--- src/design/led_breathe_alert_strip_unit_defines.svh ---
// ----------------------------------------------------------------------------
// led breathe alert strip: assertion macros
// shared concurrent assertion forms, clocked on clk, one disabled by arst_n
// ----------------------------------------------------------------------------
`ifndef LED_BREATHE_ALERT_STRIP_UNIT_DEFINES_SVH
`define LED_BREATHE_ALERT_STRIP_UNIT_DEFINES_SVH

// checked outside reset only
`define LBAS_ASSERT(name, prop, msg) \
	name: assert property (@(posedge clk) disable iff (!arst_n) (prop)) else $error(msg);

// checked at every edge, reset included
`define LBAS_ASSERT_ALWAYS(name, prop, msg) \
	name: assert property (@(posedge clk) (prop)) else $error(msg);

`endif

--- src/design/lbas_pkg.sv ---
// ----------------------------------------------------------------------------
// lbas_pkg
// types and constants of the led breathe alert strip
// ----------------------------------------------------------------------------
`default_nettype none

package lbas_pkg;

	// widths of the shared divider and multiplier
	localparam int DIVIDEND_W = 32;
	localparam int DIVISOR_W  = 27;
	localparam int STEP_W     = 6;
	localparam int MUL_W      = 17;

	// arithmetic constants
	localparam int SCALE_MS       = 1600;
	localparam int BASE_PERIOD    = 400;
	localparam int SETUP_PERIOD   = 3000;
	localparam int VISIBLE_PERIOD = 4000;
	localparam int FLOOR_Q16      = 9830;
	localparam int SPAN_Q16       = 55706;
	localparam int ONE_Q17        = 131072;
	localparam int ROUND_Q16      = 32768;
	localparam int FRAC_STEPS     = 17;
	localparam int FULL_STEPS     = 32;

	// command codes
	typedef enum logic [1:0] {
		CMD_BLIP   = 2'd0,
		CMD_EVENT  = 2'd1,
		CMD_FINISH = 2'd2
	} lbas_cmd_t;

	// register indexes
	typedef enum logic [2:0] {
		REG_SETUP_COLOR   = 3'd0,
		REG_VISIBLE_COLOR = 3'd1,
		REG_ALERT_COLOR   = 3'd2,
		REG_ALERT_WINDOW  = 3'd3,
		REG_STAGE_TWO     = 3'd4,
		REG_STAGE_THREE   = 3'd5
	} lbas_reg_t;

	// sequencer states
	typedef enum logic [3:0] {
		ST_IDLE,
		ST_DIV_PERIOD,
		ST_DIV_MOD,
		ST_DIV_FRAC,
		ST_SPAN,
		ST_RED,
		ST_GREEN,
		ST_BLUE,
		ST_EMIT
	} lbas_state_t;

	typedef struct packed {
		logic [1:0]        command;
		logic              entry_visible;
		logic signed [31:0] starts_in;
		logic              needs_setup;
		logic [31:0]       phase_ms;
	} lbas_item_t;

	typedef struct packed {
		logic [2:0] pixel_index;
		logic [7:0] red;
		logic [7:0] green;
		logic [7:0] blue;
		logic       last;
	} lbas_pixel_t;

	typedef struct packed {
		logic                  start;
		logic [DIVISOR_W-1:0]  rem_init;
		logic [DIVIDEND_W-1:0] dividend;
		logic [DIVISOR_W-1:0]  divisor;
		logic [STEP_W-1:0]     steps;
	} lbas_div_req_t;

	typedef struct packed {
		logic                  busy;
		logic                  done;
		logic [DIVIDEND_W-1:0] quot;
		logic [DIVISOR_W-1:0]  rem;
	} lbas_div_rsp_t;

endpackage

`default_nettype wire

--- src/design/lbas_div.sv ---
// ----------------------------------------------------------------------------
// lbas_div
// shared restoring divider, one quotient bit per cycle
// ----------------------------------------------------------------------------
`default_nettype none
`include "led_breathe_alert_strip_unit_defines.svh"

module lbas_div
	import lbas_pkg::*;
(
	input  wire logic          clk,
	input  wire logic          arst_n,
	input  wire lbas_div_req_t req,
	output lbas_div_rsp_t      rsp
);

	logic                  busy_q;
	logic                  done_q;
	logic [STEP_W-1:0]     cnt_q;
	logic [DIVISOR_W-1:0]  rem_q;
	logic [DIVIDEND_W-1:0] acc_q;
	logic [DIVISOR_W-1:0]  dvs_q;
	logic [DIVISOR_W:0]    trial;
	logic [DIVISOR_W:0]    diff;
	logic                  ge;

	// one trial subtraction
	always_comb begin
		trial = {rem_q, acc_q[DIVIDEND_W-1]};
		diff  = trial - {1'b0, dvs_q};
		ge    = (trial >= {1'b0, dvs_q});
	end

	// step control
	always_ff @(posedge clk or negedge arst_n) begin
		if (!arst_n) begin
			busy_q <= 1'b0;
			done_q <= 1'b0;
			cnt_q  <= '0;
		end else begin
			done_q <= busy_q && (cnt_q == STEP_W'(1));
			if (req.start) begin
				busy_q <= 1'b1;
				cnt_q  <= req.steps;
			end else if (busy_q) begin
				cnt_q <= cnt_q - STEP_W'(1);
				if (cnt_q == STEP_W'(1)) begin
					busy_q <= 1'b0;
				end
			end
		end
	end

	// remainder and dividend/quotient shift register
	always_ff @(posedge clk) begin
		if (req.start) begin
			rem_q <= req.rem_init;
			acc_q <= req.dividend;
			dvs_q <= req.divisor;
		end else if (busy_q) begin
			rem_q <= ge ? diff[DIVISOR_W-1:0] : trial[DIVISOR_W-1:0];
			acc_q <= {acc_q[DIVIDEND_W-2:0], ge};
		end
	end

	assign rsp.busy = busy_q;
	assign rsp.done = done_q;
	assign rsp.quot = acc_q;
	assign rsp.rem  = rem_q;

	`LBAS_ASSERT(a_div_start_idle, req.start |-> !busy_q, "divider started while busy")
	`LBAS_ASSERT(a_div_start_busy, req.start |=> busy_q, "divider did not run after start")
	`LBAS_ASSERT_ALWAYS(a_div_done_idle, done_q |-> !busy_q, "divider done while busy")

endmodule

`default_nettype wire

--- src/design/led_breathe_alert_strip_unit.sv ---
// ----------------------------------------------------------------------------
// led_breathe_alert_strip_unit
// snapshot accumulator and breathing color sequencer for an led strip
// ----------------------------------------------------------------------------
//  channel | signals                              | direction
//  item    | item_valid, item_stall, item         | in, beat per snapshot entry
//  pixel   | pixel_valid, pixel_stall, pixel      | out, beat per strip pixel
//  cfg     | cfg_valid, cfg_ready, cfg_index/data | in, register write
//
//  blip and event beats do not leave idle; item_stall stays low.
//  a finish beat with setup, blip or alert uses the divider (one quotient
//  bit per cycle) for the period (alert, nonzero window), phase modulo
//  period and fraction, multiplies span, red, green, blue; then PIXELS beats.
//  item_stall is high from the finish beat until the last pixel is loaded
//  into the output register; pixel_stall holds that register.
//  arst_n clears the sequencer and accumulators and loads register defaults.
// ----------------------------------------------------------------------------
`default_nettype none
`include "led_breathe_alert_strip_unit_defines.svh"

module led_breathe_alert_strip_unit
	import lbas_pkg::*;
#(
	parameter int PIXELS = 8
) (
	input  wire logic        clk,
	input  wire logic        arst_n,
	input  wire logic        item_valid,
	output logic             item_stall,
	input  wire lbas_item_t  item,
	output logic             pixel_valid,
	input  wire logic        pixel_stall,
	output lbas_pixel_t      pixel,
	input  wire logic        cfg_valid,
	output logic             cfg_ready,
	input  wire logic [2:0]  cfg_index,
	input  wire logic [23:0] cfg_data
);

	localparam int PIX_W   = (PIXELS > 1) ? $clog2(PIXELS) : 1;
	localparam int LIT_W   = $clog2(PIXELS + 1);
	localparam int LIT_TWO = (PIXELS < 2) ? PIXELS : 2;

	// configuration registers
	logic [23:0] setup_color_q;
	logic [23:0] visible_color_q;
	logic [23:0] alert_color_q;
	logic [15:0] window_q;
	logic [15:0] stage_two_q;
	logic [15:0] stage_three_q;

	// snapshot accumulators
	logic        saw_blip_q;
	logic        alert_found_q;
	logic [15:0] soonest_q;

	// finish working registers
	lbas_state_t          state_q, state_d;
	logic [31:0]          phase_q;
	logic [DIVISOR_W-1:0] period_q;
	logic                 half_q;
	logic [MUL_W-1:0]     tri_q;
	logic [MUL_W-1:0]     br_q;
	logic [23:0]          color_q;
	logic [LIT_W-1:0]     lit_q;
	logic [7:0]           red_q;
	logic [7:0]           green_q;
	logic [7:0]           blue_q;
	logic [PIX_W-1:0]     pix_q;
	logic                 pixel_valid_q;
	lbas_pixel_t          pixel_q;

	logic                 item_fire;
	logic                 finish_fire;
	logic                 in_window;
	logic                 pixel_load;
	logic                 last_pix;
	logic                 pix_on;
	logic [MUL_W-1:0]     mul_a;
	logic [MUL_W-1:0]     mul_b;
	logic [2*MUL_W-1:0]   product;
	logic [2*MUL_W-1:0]   rounded;
	logic [7:0]           channel;
	logic [DIVISOR_W-1:0] alert_period;
	logic [MUL_W:0]       tri_down;
	lbas_div_req_t        div_req;
	lbas_div_rsp_t        div_rsp;

	assign item_stall  = (state_q != ST_IDLE);
	assign item_fire   = item_valid && !item_stall;
	assign finish_fire = item_fire && (item.command == CMD_FINISH);
	assign cfg_ready   = 1'b1;

	assign in_window = item.entry_visible && !item.starts_in[31]
		&& (item.starts_in[30:16] == '0) && (item.starts_in[15:0] <= window_q);

	// configuration writes
	always_ff @(posedge clk or negedge arst_n) begin
		if (!arst_n) begin
			setup_color_q   <= 24'hFF8000;
			visible_color_q <= 24'h00FFFF;
			alert_color_q   <= 24'hFF0000;
			window_q        <= 16'd900;
			stage_two_q     <= 16'd300;
			stage_three_q   <= 16'd60;
		end else if (cfg_valid && cfg_ready) begin
			unique case (cfg_index)
				REG_SETUP_COLOR:   setup_color_q   <= cfg_data;
				REG_VISIBLE_COLOR: visible_color_q <= cfg_data;
				REG_ALERT_COLOR:   alert_color_q   <= cfg_data;
				REG_ALERT_WINDOW:  window_q        <= cfg_data[15:0];
				REG_STAGE_TWO:     stage_two_q     <= cfg_data[15:0];
				REG_STAGE_THREE:   stage_three_q   <= cfg_data[15:0];
				default: ;
			endcase
		end
	end

	// snapshot accumulation, cleared by finish
	always_ff @(posedge clk or negedge arst_n) begin
		if (!arst_n) begin
			saw_blip_q    <= 1'b0;
			alert_found_q <= 1'b0;
			soonest_q     <= '0;
		end else if (item_fire) begin
			unique case (item.command)
				CMD_BLIP: begin
					if (item.entry_visible) begin
						saw_blip_q <= 1'b1;
					end
				end
				CMD_EVENT: begin
					if (in_window && (!alert_found_q || (item.starts_in[15:0] < soonest_q))) begin
						alert_found_q <= 1'b1;
						soonest_q     <= item.starts_in[15:0];
					end
				end
				CMD_FINISH: begin
					saw_blip_q    <= 1'b0;
					alert_found_q <= 1'b0;
					soonest_q     <= '0;
				end
				default: ;
			endcase
		end
	end

	// shared multiplier operand select
	always_comb begin
		unique case (state_q)
			ST_IDLE: begin
				mul_a = MUL_W'(SCALE_MS);
				mul_b = {1'b0, soonest_q};
			end
			ST_SPAN: begin
				mul_a = MUL_W'(SPAN_Q16);
				mul_b = tri_q;
			end
			ST_RED: begin
				mul_a = {9'd0, color_q[23:16]};
				mul_b = br_q;
			end
			ST_GREEN: begin
				mul_a = {9'd0, color_q[15:8]};
				mul_b = br_q;
			end
			ST_BLUE: begin
				mul_a = {9'd0, color_q[7:0]};
				mul_b = br_q;
			end
			default: begin
				mul_a = '0;
				mul_b = '0;
			end
		endcase
		product = mul_a * mul_b;
		rounded = product + (2*MUL_W)'(ROUND_Q16);
		channel = (rounded[2*MUL_W-1:24] != '0) ? 8'hFF : rounded[23:16];
	end

	assign alert_period = DIVISOR_W'(BASE_PERIOD) + div_rsp.quot[DIVISOR_W-1:0];
	assign tri_down     = (MUL_W+1)'(ONE_Q17) - {1'b0, div_rsp.quot[MUL_W-1:0]};

	// output register handshake
	assign pixel_load = (state_q == ST_EMIT) && (!pixel_valid_q || !pixel_stall);
	assign last_pix   = (pix_q == PIX_W'(PIXELS - 1));
	assign pix_on     = (LIT_W'(pix_q) < lit_q);

	// sequencer: next state and divider requests
	always_comb begin
		state_d          = state_q;
		div_req.start    = 1'b0;
		div_req.rem_init = '0;
		div_req.dividend = phase_q;
		div_req.divisor  = period_q;
		div_req.steps    = STEP_W'(FULL_STEPS);
		unique case (state_q)
			ST_IDLE: begin
				if (finish_fire) begin
					div_req.dividend = item.phase_ms;
					priority if (item.needs_setup) begin
						div_req.start   = 1'b1;
						div_req.divisor = DIVISOR_W'(SETUP_PERIOD);
						state_d         = ST_DIV_MOD;
					end else if (saw_blip_q) begin
						div_req.start   = 1'b1;
						div_req.divisor = DIVISOR_W'(VISIBLE_PERIOD);
						state_d         = ST_DIV_MOD;
					end else if (alert_found_q && (window_q == '0)) begin
						div_req.start   = 1'b1;
						div_req.divisor = DIVISOR_W'(BASE_PERIOD);
						state_d         = ST_DIV_MOD;
					end else if (alert_found_q) begin
						div_req.start    = 1'b1;
						div_req.dividend = product[DIVIDEND_W-1:0];
						div_req.divisor  = {{(DIVISOR_W-16){1'b0}}, window_q};
						state_d          = ST_DIV_PERIOD;
					end else begin
						state_d = ST_EMIT;
					end
				end
			end
			ST_DIV_PERIOD: begin
				if (div_rsp.done) begin
					div_req.start   = 1'b1;
					div_req.divisor = alert_period;
					state_d         = ST_DIV_MOD;
				end
			end
			ST_DIV_MOD: begin
				if (div_rsp.done) begin
					div_req.start    = 1'b1;
					div_req.rem_init = div_rsp.rem;
					div_req.dividend = '0;
					div_req.steps    = STEP_W'(FRAC_STEPS);
					state_d          = ST_DIV_FRAC;
				end
			end
			ST_DIV_FRAC: begin
				if (div_rsp.done) begin
					state_d = ST_SPAN;
				end
			end
			ST_SPAN:  state_d = ST_RED;
			ST_RED:   state_d = ST_GREEN;
			ST_GREEN: state_d = ST_BLUE;
			ST_BLUE:  state_d = ST_EMIT;
			ST_EMIT: begin
				if (pixel_load && last_pix) begin
					state_d = ST_IDLE;
				end
			end
			default: state_d = ST_IDLE;
		endcase
	end

	always_ff @(posedge clk or negedge arst_n) begin
		if (!arst_n) begin
			state_q <= ST_IDLE;
		end else begin
			state_q <= state_d;
		end
	end

	// finish working registers
	always_ff @(posedge clk) begin
		unique case (state_q)
			ST_IDLE: begin
				if (finish_fire) begin
					phase_q <= item.phase_ms;
					red_q   <= '0;
					green_q <= '0;
					blue_q  <= '0;
					priority if (item.needs_setup) begin
						color_q  <= setup_color_q;
						lit_q    <= LIT_W'(PIXELS);
						period_q <= DIVISOR_W'(SETUP_PERIOD);
					end else if (saw_blip_q) begin
						color_q  <= visible_color_q;
						lit_q    <= LIT_W'(PIXELS);
						period_q <= DIVISOR_W'(VISIBLE_PERIOD);
					end else if (alert_found_q) begin
						color_q  <= alert_color_q;
						period_q <= DIVISOR_W'(BASE_PERIOD);
						priority if (soonest_q > stage_two_q) begin
							lit_q <= LIT_W'(1);
						end else if (soonest_q > stage_three_q) begin
							lit_q <= LIT_W'(LIT_TWO);
						end else begin
							lit_q <= LIT_W'(PIXELS);
						end
					end else begin
						color_q <= '0;
						lit_q   <= '0;
					end
				end
			end
			ST_DIV_PERIOD: begin
				if (div_rsp.done) begin
					period_q <= alert_period;
				end
			end
			ST_DIV_MOD: begin
				if (div_rsp.done) begin
					half_q <= ({div_rsp.rem, 1'b0} < {1'b0, period_q});
				end
			end
			ST_DIV_FRAC: begin
				if (div_rsp.done) begin
					tri_q <= half_q ? div_rsp.quot[MUL_W-1:0] : tri_down[MUL_W-1:0];
				end
			end
			ST_SPAN:  br_q    <= MUL_W'(FLOOR_Q16) + product[2*MUL_W-2:16];
			ST_RED:   red_q   <= channel;
			ST_GREEN: green_q <= channel;
			ST_BLUE:  blue_q  <= channel;
			ST_EMIT: ;
			default: ;
		endcase
	end

	// pixel counter and output register
	always_ff @(posedge clk or negedge arst_n) begin
		if (!arst_n) begin
			pix_q         <= '0;
			pixel_valid_q <= 1'b0;
		end else begin
			if (finish_fire) begin
				pix_q <= '0;
			end else if (pixel_load) begin
				pix_q <= pix_q + PIX_W'(1);
			end
			if (pixel_load) begin
				pixel_valid_q <= 1'b1;
			end else if (!pixel_stall) begin
				pixel_valid_q <= 1'b0;
			end
		end
	end

	always_ff @(posedge clk) begin
		if (pixel_load) begin
			pixel_q.pixel_index <= 3'(pix_q);
			pixel_q.red         <= pix_on ? red_q : 8'd0;
			pixel_q.green       <= pix_on ? green_q : 8'd0;
			pixel_q.blue        <= pix_on ? blue_q : 8'd0;
			pixel_q.last        <= last_pix;
		end
	end

	assign pixel_valid = pixel_valid_q;
	assign pixel       = pixel_q;

	lbas_div u_div (
		.clk    (clk),
		.arst_n (arst_n),
		.req    (div_req),
		.rsp    (div_rsp)
	);

	`LBAS_ASSERT(a_finish_stalls, finish_fire |=> item_stall, "finish beat did not start the sequencer")
	`LBAS_ASSERT(a_done_in_div, div_rsp.done |-> (state_q == ST_DIV_PERIOD || state_q == ST_DIV_MOD || state_q == ST_DIV_FRAC), "divider result outside a divide step")
	`LBAS_ASSERT(a_idle_after_last, (state_q == ST_IDLE && $past(state_q) == ST_EMIT) |-> (pixel_valid && pixel.last), "strip ended without its last pixel")

endmodule

`default_nettype wire
--- config.mk ---
export PLATFORM = sky130hd
export DESIGN_NAME = led_breathe_alert_strip_unit
export DESIGN_NICKNAME = d
export VERILOG_FILES = /design/src/design/lbas_pkg.sv /design/src/design/lbas_div.sv /design/src/design/led_breathe_alert_strip_unit.sv
export VERILOG_INCLUDE_DIRS = /design/src /design/src/design
export SDC_FILE = /design/constraint.sdc
export NUM_CORES = 1
export LEC_CHECK = 0
export ABC_AREA = 1
export BUFFER_PORTS_ARGS = -buffer_cell sky130_fd_sc_hd__buf_2
export CAP_MARGIN = 20
export CORE_ASPECT_RATIO = 0.6
export CORE_MARGIN = 2
export CORE_UTILIZATION = 35
export DETAILED_ROUTE_END_ITERATION = 16
export GPL_ROUTABILITY_DRIVEN = 0
export PLACE_DENSITY = 0.46
export RECOVER_POWER = 50
export SLEW_MARGIN = 0
export SYNTH_ARGS = -nofsm -noshare
export SYNTH_HDL_FRONTEND = slang
export SYNTH_SLANG_ARGS = --single-unit
--- constraint.sdc ---
create_clock -name clk -period 22.2 [get_ports clk]
set_input_delay 1.11 -clock clk [delete_from_list [all_inputs] [get_ports clk]]
set_output_delay 1.11 -clock clk [all_outputs]
set_load 0.01 [all_outputs]
==> metrics <==
Finished Core Util=39.2%; CP Launch Type=flip-flop; Max Clk Rate=91.4 MHz; vias in the first global route=24,700; EDFF count, synth=259; WL final=108 mm; synth warn=0; Final Slew Violations=360; CP Max Fanout=37; Synth area leader=edfxtp_1; postcts setup bufs=0; Avg Vias per Cell=4.95; register area share after synthesis=36.9%; Final Setup Violations=0; top cell type's share of synthesized area=24.6%; Pleak=17.0 nW; Die Y=237 um; CP arrival=11.31 ns; commonest non-fill, non-tap cell in the layout=nand2_1; R2R depth=40; total clock sinks=413; commonest cells after routing, fill and taps aside=893 x nand2_1, 775 x inv_1, 275 x nor2_1; Primary FF master, synth=edfxtp_1; Post-DRT Antenna Nets=0; HPWL Detailed=85.9 mm; root buffer cell=clkbuf_16; Reg clk slew, reported paths=0.06 ns; #FFs+latches synth=413; later-pin clock latency in the skew report=0.63 ns; Reg2Reg Setup Slack=11.26 ns; pre-CTS WS=12.66 ns; IO buf count=129; FP Rows=85; worst min-delay path category=reg -> reg; PostCTS Resize Cnt=0; initial core utilization=35.3%; final number of hold-violating endpoints=0; DRT iter0 DRCs=2,358; Slowest cell on crit path=clkbuf_1; # IOs=131; ys async rst share=37.3%; Num CTS Buffers=45; fin worst setup slack=11.26 ns; first-pass GRT wire length=163 mm; DRT Pass-1 Iters=6; initial antenna violation count=5; status=complete, but fails checks; die area=93,000 um^2; layout cells sized above 1=6.46%; kind of critical path=reg -> reg; crit path time final=10.94 ns; Post-Syn Instances=3,801; Avg Cell Area, Syn=8.33 um^2; hold slack=0.482 ns; Setup crit start=state_q[0]; TritonCTS clock tree=built; worst r2r src=state_q[0]; Final nets=4,450; Synth Cell Area=31,700 um^2; RSZ-0062 raised after global routing=false; Pwr Density=102 nW/um^2; top post-synthesis cells by area=edfxtp_1 25%, fa_1 12%, nand2_1 11%; routed vias=25,600; cell mode on critical path=nand2_1; RR Endpoint=green_q[2]; CP max stage delay=1.52 ns; GR Overflow Total=0; Fill cells=9,434; Final Skew=0.0493 ns; largest net degree at the start of global routing=65; post-route total power=0.00357 W; Post-Route Setup TNS=0 ns; DIE WIDTH=392 um; ANT cells=0; core region area=89,700 um^2; data required time of the critical path=22.57 ns; Layout Area Growth over Synthesis=10.9%; GRT Overall Usage=23.5%; H-tree depth reported by CTS=2; period utilization=49.3%; clock buffer depth=3; max cap viols=8; Max-Slew Margin vs Limit=-143%; Yosys cell types=60; CTS hold repair buffers=0; Max rail drop VDD=0.0000712 V; end of the critical path=green_q[2]; endpoint class of the critical path=flip-flop; WL/cell=20.9 um; Residual DRC=0; worst slew pin tran=3.64 ns; failing checks=max-capacitance violations, max-slew violations
==> per-layer routing <==
| layer | vias up | track usage, % | part of all wire (%) |
|---|---|---|---|
| met2 | 785 | 30.0 | 36 |
| met1 | 12400 | 39.1 | 54 |
| met5 | - | 0 | 0 |
| met4 | 0 | 3.39 | 1.3 |
| li1 | 12400 | - | - |
| met3 | 80 | 5.70 | 7.9 |
==> area by class of cell <==
class | count | area, um^2 | share of cell area (%)
timing repair buffer | 158 | 754 | 2.15
inverter | 786 | 2950 | 8.40
clock buffer | 64 | 1260 | 3.59
tap | 1218 | 1520 | 4.34
clock inverter | 20 | 249 | 0.709
multi-input combinational | 2507 | 16700 | 47.6
sequential | 413 | 11700 | 33.3
==> power breakdown <==
| part | total (W) | internal (W) | switching (W) |
|---|---|---|---|
| clock network | 0.000786 | 0.000437 | 0.000349 |
| logic | 0.00155 | 0.000474 | 0.00107 |
| registers | 0.00123 | 0.00109 | 0.000140 |
==> metrics by stage <==
stage | area [um^2] | instances
detailed placement | 33700 | 5079
CTS | 35200 | 5163
global route | 35100 | 5166
global placement | 33700 | 5079
floorplan | 31700 | 3802
finish | 35100 | 5166
==> kinds of logic (layout without fill, tap and decap cells) <==
kind of cell / after synthesis / in the layout / synth area share [%]
AO/OA/AOI/OAI: 570 / 570 / 10.2
XOR/XNOR: 75 / 75 / 2.10
adder cells (fa/ha/maj): 439 / 439 / 21.7
buffers and inverters: 882 / 1028 / 10.5
flip-flops: 413 / 413 / 36.9
other: 2 / 3 / 0.0237
AND/OR/NAND/NOR: 1420 / 1420 / 18.6
==> worst min-delay path by stage <==
stage / from / end / slack, ns / depth (start not counted)
5_1_grt: stage_two_q[6] / stage_two_q[6] / 0.51 / 2
3_3_place_gp: stage_two_q[6] / stage_two_q[6] / 0.47 / 2
4_1_cts: arst_n / setup_color_q[2] / 0.39 / 1
6_report: alert_color_q[13] / alert_color_q[13] / 0.48 / 2
2_1_floorplan: u_div.cnt_q[1] / u_div.cnt_q[1] / 0.45 / 2
3_5_place_dp: alert_color_q[13] / alert_color_q[13] / 0.47 / 2
==> synth_stat cells, types with 10 or more instances <==
| cell type | n |
|---|---|
| o21bai_1 | 11 |
| clkbuf_1 | 80 |
| nor4_1 | 10 |
| xnor2_1 | 27 |
| nand4_1 | 35 |
| xor2_1 | 47 |
| nand3_2 | 11 |
| nor3_1 | 23 |
| nand2_1 | 893 |
| inv_1 | 775 |
| a31oi_1 | 23 |
| o21ai_0 | 256 |
| dfstp_2 | 45 |
| ha_1 | 256 |
| nor2_2 | 14 |
| dfrtp_1 | 109 |
| fa_1 | 183 |
| edfxtp_1 | 259 |
| nand3_1 | 116 |
| o211ai_1 | 37 |
| a21oi_1 | 163 |
| o221ai_1 | 12 |
| buf_2 | 12 |
| nor2_1 | 280 |
| nand2_2 | 13 |
==> flip-flops by register name, indices dropped and copies added (netlist names), 16 cells and up <==
register         flops
alert_color_q       24
br_q                17
color_q             24
period_q            27
phase_q             32
pixel               28
setup_color_q       24
soonest_q           16
stage_three_q       16
stage_two_q         16
tri_q               17
u_div.acc_q         32
u_div.dvs_q         27
u_div.rem_q         27
visible_color_q     24
window_q            16
==> critical path, delay by kind of cell (launching register included) <==
kind,cells,cell delay (ns)
AND/OR/NAND/NOR,22,4.04
buffers and inverters,9,2.44
adder cells (fa/ha/maj),8,3.66
AO/OA/AOI/OAI,1,0.08
flip-flops,1,0.46
Power figures use the tool's default switching activity.
